===== src/design/vpt_pkg.sv =====
`default_nettype none
package vpt_pkg;

  typedef struct packed {
    logic signed [15:0] vertex_x;
    logic signed [15:0] vertex_y;
    logic signed [15:0] vertex_z;
  } vpt_in_t;

  typedef struct packed {
    logic signed [15:0] screen_x;
    logic signed [15:0] screen_y;
    logic signed [15:0] depth;
    logic               divide_overflow;
  } vpt_out_t;

  // register indexes
  localparam logic [2:0] REG_ROW_X    = 3'd0;
  localparam logic [2:0] REG_ROW_Y    = 3'd1;
  localparam logic [2:0] REG_ROW_Z    = 3'd2;
  localparam logic [2:0] REG_OFFSET_X = 3'd3;
  localparam logic [2:0] REG_OFFSET_Y = 3'd4;
  localparam logic [2:0] REG_OFFSET_Z = 3'd5;
  localparam logic [2:0] REG_CENTRE_X = 3'd6;
  localparam logic [2:0] REG_CENTRE_Y = 3'd7;

  localparam int CENTRE_RESET = 128;

  // divider: quotient magnitude bits resolved, bits per pipeline stage
  localparam int DIV_QBITS          = 20;
  localparam int DIV_BITS_PER_STAGE = 4;
  localparam int DIV_STAGES         = DIV_QBITS / DIV_BITS_PER_STAGE;

  // transform stages, divider stages (prep + iterations)
  localparam int XFORM_STAGES = 2;
  localparam int PIPE_DEPTH   = XFORM_STAGES + DIV_STAGES + 1;

  typedef struct packed {
    logic [31:0]          rem;
    logic [DIV_QBITS-1:0] q;
    logic [15:0]          dmag;
    logic                 neg;
    logic                 nneg;
    logic                 zero;
    logic                 big;
  } div_st_t;

endpackage
`default_nettype wire


===== src/design/vpt_divider.sv =====
`default_nettype none
module vpt_divider
  import vpt_pkg::*;
(
  input  wire logic               clk,
  input  wire logic               en,
  input  wire logic signed [31:0] num,
  input  wire logic signed [15:0] den,
  output logic signed [15:0]      quot,
  output logic                    ovf
);

  div_st_t st_r [DIV_STAGES+1];
  div_st_t st_nxt [DIV_STAGES+1];

  // prep: magnitudes, signs, range check against D * 2^DIV_QBITS
  // then restoring steps, DIV_BITS_PER_STAGE quotient bits per stage
  always_comb begin
    logic [31:0] nmag;
    logic [15:0] dmag;
    div_st_t cur;
    logic [35:0] sh;
    int k;
    nmag = num[31] ? 32'(-num) : 32'(num);
    dmag = den[15] ? 16'(-den) : 16'(den);
    st_nxt[0].rem  = nmag;
    st_nxt[0].q    = '0;
    st_nxt[0].dmag = dmag;
    st_nxt[0].neg  = num[31] ^ den[15];
    st_nxt[0].nneg = num[31];
    st_nxt[0].zero = (den == 16'sd0);
    st_nxt[0].big  = ({4'd0, nmag} >= {dmag, 20'd0});
    for (int s = 0; s < DIV_STAGES; s++) begin
      cur = st_r[s];
      for (int j = 0; j < DIV_BITS_PER_STAGE; j++) begin
        k = DIV_QBITS - 1 - s * DIV_BITS_PER_STAGE - j;
        sh = {20'd0, cur.dmag} << k;
        if ({4'd0, cur.rem} >= sh) begin
          cur.rem = 32'({4'd0, cur.rem} - sh);
          cur.q   = cur.q | (DIV_QBITS'(1) << k);
        end
      end
      st_nxt[s+1] = cur;
    end
  end

  always_ff @(posedge clk) begin
    if (en) st_r <= st_nxt;
  end

  // saturation on the final stage
  always_comb begin
    div_st_t f;
    f = st_r[DIV_STAGES];
    ovf  = 1'b0;
    quot = 16'(f.q);
    if (f.zero) begin
      ovf  = 1'b1;
      quot = f.nneg ? -16'sd32768 : 16'sd32767;
    end else if (!f.neg) begin
      if (f.big || f.q > DIV_QBITS'(32767)) begin
        ovf  = 1'b1;
        quot = 16'sd32767;
      end
    end else begin
      if (f.big || f.q > DIV_QBITS'(32768)) begin
        ovf  = 1'b1;
        quot = -16'sd32768;
      end else begin
        quot = 16'(-f.q);
      end
    end
  end

endmodule
`default_nettype wire


===== config.mk =====
export PLATFORM = sky130hd
export DESIGN_NAME = vpt_divider
export DESIGN_NICKNAME = d
export VERILOG_FILES = /design/src/design/vpt_pkg.sv /design/src/design/vpt_divider.sv
export SDC_FILE = /design/constraint.sdc
export NUM_CORES = 1
export LEC_CHECK = 0
export BUFFER_PORTS_ARGS = -buffer_cell sky130_fd_sc_hd__buf_2
export CAP_MARGIN = 20
export CORE_MARGIN = 5
export CORE_UTILIZATION = 40
export DETAILED_ROUTE_END_ITERATION = 6
export HOLD_SLACK_MARGIN = 0.03
export PLACE_DENSITY_LB_ADDON = 0.15
export SLEW_MARGIN = 20
export SYNTH_ARGS = -nofsm -noshare
export SYNTH_HDL_FRONTEND = slang
export SYNTH_SLANG_ARGS = --single-unit

===== constraint.sdc =====
create_clock -name clk -period 18.8 [get_ports clk]
set_clock_uncertainty 0.1 [all_clocks]
set_input_delay 0.94 -clock clk [delete_from_list [all_inputs] [get_ports clk]]
set_output_delay 0.94 -clock clk [all_outputs]
set_load 0.05 [all_outputs]

==> results of run 1 <==
-- cell families after synthesis --
logic type	after synthesis	share of synthesized area [%]
buffers and inverters	378	4.47
adder cells (fa/ha/maj)	349	13.9
multiplexers	134	4.59
XOR/XNOR	295	7.95
AO/OA/AOI/OAI	1064	20.7
AND/OR/NAND/NOR	1185	18.5
flip-flops	324	29.9
-- critical path, delay by kind of cell (launching register included) --
| family | cells | cell delay [ps] |
|---|---|---|
| AO/OA/AOI/OAI | 35 | 7530 |
| multiplexers | 2 | 650 |
| buffers and inverters | 6 | 1510 |
| AND/OR/NAND/NOR | 12 | 3060 |
| adder cells (fa/ha/maj) | 4 | 1260 |
| flip-flops | 1 | 550 |
-- metal layers --
| metal | up-vias | routed length [µm] | track usage (%) |
|---|---|---|---|
| li1 | 13849 | - | - |
| met1 | 12876 | 42100 | 27.2 |
| met2 | 436 | 43200 | 34.8 |
| met3 | 111 | 2810 | 1.97 |
| met4 | 2 | 2370 | 5.51 |
| met5 | - | 7 | 0 |
-- sequential cells by signal (all words and copies together), names as in the netlist --
name    cells
st_nxt    100
st_r      224
-- worst min path at each step --
stage	cells past startpoint	end	from
after floorplan	0	st_nxt[0]$_DFFE_PP_	st_nxt[72]$_DFFE_PP_
after global placement	0	st_r[183]$_DFFE_PP_	st_r[255]$_DFFE_PP_
after detailed placement	0	st_nxt[146]$_DFFE_PP_	st_nxt[218]$_DFFE_PP_
after CTS	0	st_nxt[146]$_DFFE_PP_	st_nxt[218]$_DFFE_PP_
after global routing	0	st_r[104]$_DFFE_PP_	st_r[176]$_DFFE_PP_
final	0	st_r[39]$_DFFE_PP_	st_r[111]$_DFFE_PP_
-- synth_stat cells (all sizes together) (37+ instances only) --
master | n | area (µm²)
edfxtp | 324 | 9730
inv | 289 | 1080
or3 | 39 | 254
a31oi | 37 | 231
nor2b | 47 | 294
clkbuf | 63 | 238
o21a | 44 | 330
o31ai | 41 | 308
nor2 | 321 | 1200
a21o | 117 | 878
nand2 | 298 | 1120
o21ai | 268 | 1350
xnor2 | 192 | 1680
a21oi | 309 | 1550
a21boi | 47 | 353
nor3 | 72 | 392
nand3 | 70 | 350
xor2 | 103 | 902
nand4 | 65 | 422
ha | 330 | 4130
nand2b | 64 | 400
nor4 | 46 | 324
mux2 | 110 | 1250
-- cell type report --
class / instances / area share [%]
clock buffers: 40 / 2.72
clock inverters: 29 / 1.10
inverters: 289 / 3.07
multi-input cells: 3027 / 60.5
flip-flops and latches: 324 / 27.6
well taps: 1060 / 3.76
repair buffers: 79 / 1.28
-- through the flow --
stage	cells	utilization [%]	worst slack (ps)	hold slack, ps	instance area (µm²)
after global routing	4848	43.8	2270	319	35300
after CTS	4848	43.8	3820	314	35300
after detailed placement	4779	42.1	3930	305	33900
final	4848	43.8	3830	310	35300
after floorplan	3729	-	5650	300	32500
after global placement	4778	42.1	3750	301	33900
==> qor.txt, run 1 <==
run status: finished, final reports clean
DR vias: 27,274
cts hold-fix bufs: 0
PortBufs: 66
ANT nets after route: 0
Post-Route WL: 90,500 µm
global-route wire length before repair: 143,000 µm
worst slew pin tran: 1150 ps
row count: 104
Initial Utilization: 40.4%
largest net degree at the start of global routing: 189
most frequent cells in the layout: ha_1 (330), edfxtp_1 (324), nor2_1 (321)
max-cap violations: 0
slowest stage delay, CP: 780 ps
class of the most critical setup path: reg2reg
Initial DRC Count: 1,731
I/O Pins: 67
Slowest cell on crit path: nor4_2
Tmin final: 14,970 ps
register area: 9730 µm²
Crit path required time: 19,010 ps
clk_lat worst skew: 570 ps
unique cell type count in the Yosys netlist: 97
nets@finish: 4,158
Die Area: 87,100 µm²
most common cell after layout, fill and taps aside: ha_1
CTS clk-pin slew, worst paths: 70 ps
Yosys reg bits: 324
R2R Setup Slk: 3830 ps
Crit path top cell by count: o21ai_0
FILL cells: 7,958
synthesis-to-layout area growth: 8.52%
CORE AREA: 80,500 µm²
sequential element share of the synthesized area: 29.9%
die height: 295 µm
All-Layer GR Usage: 20.2%
crit path from: st_nxt[221]$_DFFE_PP_
DP Wirelength: 72,600 µm
fin crit share: 79.6%
# DRC: 0
FF-to-FF path depth: 59
drt wl/cell: 18.7 µm
clock sinks: 324
share of layout cells above drive strength 1: 8.29%
final hold violations: 0
Slew Limit Fails: 0
Top FF cell, synth: edfxtp_1
CTS buffer count: 38
residual overflow from global routing: 0
vias in the first global route: 26,034
Worst Path Arrival: 15,180 ps
Clock Tree Buf Depth: 3
CTS tree: built
Post-CTS Resized: 0
Post-Synthesis Cells: 3,729
1st-pass router iterations: 5
Rel. slew slack: 22.3%
setup bufs post-CTS: 0
worst r2r src: st_nxt[221]$_DFFE_PP_
Startpoint Class: flip-flop
Diodes inserted: 0
Synth async-reset ratio: 0%
setup violators final: 0
warnings from Yosys: 0
Max Clk Rate: 0.0668 GHz
clock root buffer master: clkbuf_16
Post-Synthesis Net Count: 4,128
GPL Wtd Cong: 0.871
Setup Total Neg Slack: 0 ps
Mapped Area: 32,500 µm²
Multi-input gate area: 21,300 µm²
Worst R2R End: st_r[274]$_DFFE_PP_
number of synthesized flops with an enable pin: 324
CP Capture Point: st_r[274]$_DFFE_PP_
htree depth: 2
endpoint class of the critical path: flip-flop
initial antenna violation count: 1
worst hold path class: reg2reg
die width: 295 µm
Avg Vias per Cell: 5.63
Mean Syn Cell Area: 8.72 µm²
unrepaired setup endpoints after global routing: no
Crit Path Max Fanout: 28
Power of run 1 is not shown: default switching activity piles up to over one toggle a cycle in this logic, so the estimate is an artifact.
==> run 2, diff against run 1 <==
clock period = 13.45 ns   (was 18.8 ns; I/O delays follow)
==> run 2 against run 1 <==
Via count increased by 0.61%. Worst setup slack got worse by 2900 ps. Critical path depth decreased by 7. Non-clock buffer count increased by 60.
==> qor.txt, run 2 (synthesis results as in run 1) <==
worst hold path class: in2reg
vias in the first global route: 26,014 (-0.077%)
Rel. slew slack: 32.4% (+10 points)
CTS buffer count: 39 (+2.6%)
Setup Total Neg Slack: 0 ps (unchanged)
FF-to-FF path depth: 52 (-12%)
Reg with most FFs: st_r
DP Wirelength: 72,900 µm (+0.40%)
clock root buffer master: clkbuf_16
Initial Utilization: 40.4% (unchanged)
Diodes inserted: 0 (unchanged)
class of the most critical setup path: reg2reg
residual overflow from global routing: 0 (unchanged)
clock sinks: 324 (unchanged)
row count: 104 (unchanged)
Die Area: 87,100 µm² (unchanged)
PortBufs: 66 (unchanged)
worst r2r src: st_nxt[90]$_DFFE_PP_
Crit Path Max Fanout: 35 (+25%)
Clock Tree Buf Depth: 3 (unchanged)
Initial DRC Count: 1,651 (-4.6%)
CTS tree: built
htree depth: 2 (unchanged)
R2R Setup Slk: 970 ps (-2860 ps)
synthesis-to-layout area growth: 10.1%
endpoint class of the critical path: flip-flop
# DRC: 0 (unchanged)
fin crit share: 92.8% (+13 points)
share of layout cells above drive strength 1: 10.1% (+1.8 points)
final hold violations: 0 (unchanged)
Worst Min Path Start: num[0]
initial antenna violation count: 0 (-1)
die height: 295 µm (unchanged)
largest net degree at the start of global routing: 176 (-6.9%)
GPL Wtd Cong: 0.859 (-1.4%)
CTS clk-pin slew, worst paths: 60 ps (about the same)
DR vias: 27,440 (+0.61%)
CORE AREA: 80,500 µm² (unchanged)
worst slew pin tran: 1010 ps (-136 ps)
ANT nets after route: 0 (unchanged)
hold path endpoint: st_r[400]$_DFFE_PP_
hold path cells: 1 (+1)
Post-Route WL: 90,800 µm (+0.44%)
All-Layer GR Usage: 20.2% (about the same)
Slew Limit Fails: 0 (unchanged)
die width: 295 µm (unchanged)
slowest stage delay, CP: 540 ps (-240 ps)
Startpoint Class: flip-flop
Slowest cell on crit path: or4_1
number of flip-flops in the largest register: 224 (unchanged)
Worst R2R End: st_r[124]$_DFFE_PP_
Max Clk Rate: 0.0801 GHz (+20%)
clk_lat worst skew: 550 ps (-20 ps)
Worst Path Arrival: 12,660 ps (-2520 ps)
I/O Pins: 67 (unchanged)
global-route wire length before repair: 143,000 µm (about the same)
drt wl/cell: 18.5 µm (-0.77%)
Tmin final: 12,480 ps (-2490 ps)
setup violators final: 0 (unchanged)
1st-pass router iterations: 7 (+2)
most common cell after layout, fill and taps aside: ha_1
most frequent cells in the layout: ha_1 (330), edfxtp_1 (324), nor2_1 (320)
final design utilization: 44.5% (+0.65 points)
run status: finished, final reports clean
nets@finish: 4,219 (+1.5%)
Crit path top cell by count: o21ai_0
max-cap violations: 0 (unchanged)
FILL cells: 7,913 (-0.57%)
Crit path required time: 13,630 ps (-5380 ps)
Avg Vias per Cell: 5.59 (-0.60%)
-- run 2: worst max-delay path, delay by kind of cell (launching register included) --
kind                       cells  cell delay, ps
adders and majority gates      4            1400
DFF                            1             450
AOI/OAI and AO/OA             22            5120
and+or+nand+nor               18            3600
muxes                          1             350
buffers and inverters          7            1130
-- run 2: repair_timing --
item,in CTS,in global routing
resized for setup,0,39
endpoints found under the setup margin,0,93
buffers inserted,0,9
hold buffers,0,0
-- run 2: how the worst max path moves through the flow --
stage                     startpoint                  end  slack [ps]
2_1_floorplan  st_nxt[221]$_DFFE_PP_  st_r[279]$_DFFE_PP_         300
3_3_place_gp    st_nxt[90]$_DFFE_PP_  st_r[124]$_DFFE_PP_         500
3_5_place_dp    st_nxt[90]$_DFFE_PP_  st_r[142]$_DFFE_PP_         510
4_1_cts        st_nxt[221]$_DFFE_PP_  st_r[273]$_DFFE_PP_         460
5_1_grt        st_nxt[293]$_DFFE_PP_  st_r[359]$_DFFE_PP_          -8
6_report        st_nxt[90]$_DFFE_PP_  st_r[124]$_DFFE_PP_         970
-- run 2: routing by layer --
metal	wire, µm	part of all wire [%]	global-route usage (%)
met5	0	0	0
met4	1820	2.0	4.41
met3	2650	2.9	1.79
met2	44800	49	36.2
met1	41500	46	26.6
-- run 2: layout make-up --
class	count	area, µm²	area share, %
well taps	1060	1330	3.70
repair buffers	139	947	2.64
multi-input cells	3027	21400	59.9
clock inverters	25	283	0.790
clock buffers	43	991	2.77
inverters	289	1090	3.04
flip-flops and latches	324	9730	27.2
-- run 2: per-stage QoR --
step,hold WS [ps],std cells,instance area [µm²],setup WS (ps)
after floorplan,300,3729,32500,297
after global placement,300,4829,34300,497
after detailed placement,305,4829,34300,514
after CTS,228,4897,35600,458
after global routing,230,4907,35800,-7.52
final,259,4907,35800,968
Power of run 2 is left out for the same reason.
==> run 3, diff against run 2 <==
RECOVER_POWER = 100   (was unset)
==> run 3 against run 2 <==
The run now ends with max-capacitance violations, max-slew violations left. Sequential share of layout area barely moved. Sequential cell count did not move. Die area did not move. Wire length barely moved. Final cell count did not move.
==> qor.txt, run 3 (synthesis results as in run 1) <==
final hold violations: 0 (unchanged)
Initial DRC Count: 1,655 (+0.24%)
global-route wire length before repair: 143,000 µm (unchanged)
initial antenna violation count: 0 (unchanged)
Diodes inserted: 0 (unchanged)
Rel. slew slack: -387% (-420 points)
FILL cells: 7,924 (+0.14%)
clock root buffer master: clkbuf_16
Startpoint Class: flip-flop
class of the most critical setup path: reg2reg
drt wl/cell: 18.5 µm (about the same)
CTS buffer count: 39 (unchanged)
clk_lat worst skew: 550 ps (about the same)
# DRC: 0 (unchanged)
die height: 295 µm (unchanged)
worst r2r src: st_nxt[90]$_DFFE_PP_
Worst R2R End: st_r[124]$_DFFE_PP_
hold path cells: 0 (-1)
PortBufs: 66 (unchanged)
CTS tree: built
CTS clk-pin slew, worst paths: 60 ps (about the same)
die width: 295 µm (unchanged)
ANT nets after route: 0 (unchanged)
row count: 104 (unchanged)
GPL Wtd Cong: 0.859 (unchanged)
htree depth: 2 (unchanged)
Slew Limit Fails: 274 (+274)
Initial Utilization: 40.4% (unchanged)
cts hold-fix bufs: 0 (unchanged)
Worst Min Path Start: st_r[180]$_DFFE_PP_
synthesis-to-layout area growth: 9.95%
Post-Route WL: 90,900 µm (about the same)
number of flip-flops in the largest register: 224 (unchanged)
All-Layer GR Usage: 20.2% (unchanged)
Final Hold Slack: 309 ps (+50.3 ps)
R2R Setup Slk: 940 ps (-20 ps)
Die Area: 87,100 µm² (unchanged)
residual overflow from global routing: 0 (unchanged)
max-cap violations: 2 (+2)
slowest stage delay, CP: 540 ps (about the same)
CORE AREA: 80,500 µm² (unchanged)
Tmin final: 12,510 ps (+22.9 ps)
vias in the first global route: 26,014 (unchanged)
most frequent cells in the layout: ha_1 (330), edfxtp_1 (324), nor2_1 (320)
endpoint class of the critical path: flip-flop
Crit path required time: 13,630 ps (about the same)
Worst Path Arrival: 12,690 ps (+30 ps)
fin crit share: 93.0% (+0.17 points)
most common cell after layout, fill and taps aside: ha_1
Crit Path Max Fanout: 35 (unchanged)
Slowest cell on crit path: or4_1
largest net degree at the start of global routing: 176 (unchanged)
share of layout cells above drive strength 1: 9.41% (-0.70 points)
worst slew pin tran: 7300 ps (+6290 ps)
run status: finished with violations
FF-to-FF path depth: 52 (unchanged)
hold path endpoint: st_r[108]$_DFFE_PP_
1st-pass router iterations: 5 (-2)
nets@finish: 4,219 (unchanged)
failing checks: max-capacitance violations, max-slew violations
crit path from: st_nxt[90]$_DFFE_PP_
Clock Tree Buf Depth: 3 (unchanged)
setup violators final: 0 (unchanged)
I/O Pins: 67 (unchanged)
Crit path top cell by count: o21ai_0
clock sinks: 324 (unchanged)
Avg Vias per Cell: 5.60 (+0.14%)
Max Clk Rate: 0.0800 GHz (-0.18%)
DR vias: 27,478 (+0.14%)
DP Wirelength: 72,900 µm (unchanged)
worst hold path class: reg2reg
Reg with most FFs: st_r
run 3: cell types whose count changed in the layout (fill, tap and decap cells not counted):
| cell | change |
|---|---|
| clkbuf_1 | +26 |
| buf_2 | -22 |
| buf_4 | -4 |
| and2_0 | +2 |
| and2_1 | -2 |
| buf_12 | -1 |
| buf_8 | -1 |
| clkbuf_2 | +1 |
| dlymetal6s4s_1 | +1 |
run 3: stage by stage:
step / utilization [%] / setup slack (ps) / TNS (ps) / cells / area (µm²)
after floorplan: - / 297 / 0 / 3729 / 32500
after global placement: 42.6 / 497 / 0 / 4829 / 34300
after detailed placement: 42.6 / 514 / 0 / 4829 / 34300
after CTS: 44.2 / 458 / 0 / 4897 / 35600
after global routing: 44.4 / -2.44 / -2.78 / 4907 / 35800
final: 44.4 / 945 / 0 / 4907 / 35800
run 3: worst max-delay path by stage:
stage          cells past startpoint  slack (ps)             endpoint
2_1_floorplan                     63         300  st_r[279]$_DFFE_PP_
3_3_place_gp                      51         500  st_r[124]$_DFFE_PP_
3_5_place_dp                      52         510  st_r[142]$_DFFE_PP_
4_1_cts                           58         460  st_r[273]$_DFFE_PP_
5_1_grt                           61          -2  st_r[359]$_DFFE_PP_
6_report                          52         940  st_r[124]$_DFFE_PP_
run 3: layer usage:
layer	wire length [µm]	track usage (%)	vias to the layer above
met4	1800	4.41	0
met3	2810	1.79	95
met1	41400	26.6	12954
met2	44900	36.2	438
li1	-	-	13991
met5	0	0	-
run 3: timing repair:
action,4_1_cts,5_1_grt
setup endpoints to repair,0,93
gates resized for setup,0,39
buffers inserted,0,9
run 3: critical path, delay by kind of cell, from the launching register on:
family	cells	cell delay (ps)
multiplexers	1	350
AO/OA/AOI/OAI	22	5120
flip-flops	1	460
adder cells (fa/ha/maj)	4	1410
buffers and inverters	7	1160
AND/OR/NAND/NOR	18	3600
run 3: area by class of cell:
cell class | count | area, µm² | area share (%)
multi-input cells | 3027 | 21400 | 60.0
flip-flops and latches | 324 | 9730 | 27.2
well taps | 1060 | 1330 | 3.71
inverters | 289 | 1090 | 3.04
clock buffers | 43 | 991 | 2.77
repair buffers | 139 | 887 | 2.48
clock inverters | 25 | 283 | 0.791
Power of run 3 is left out for the same reason.
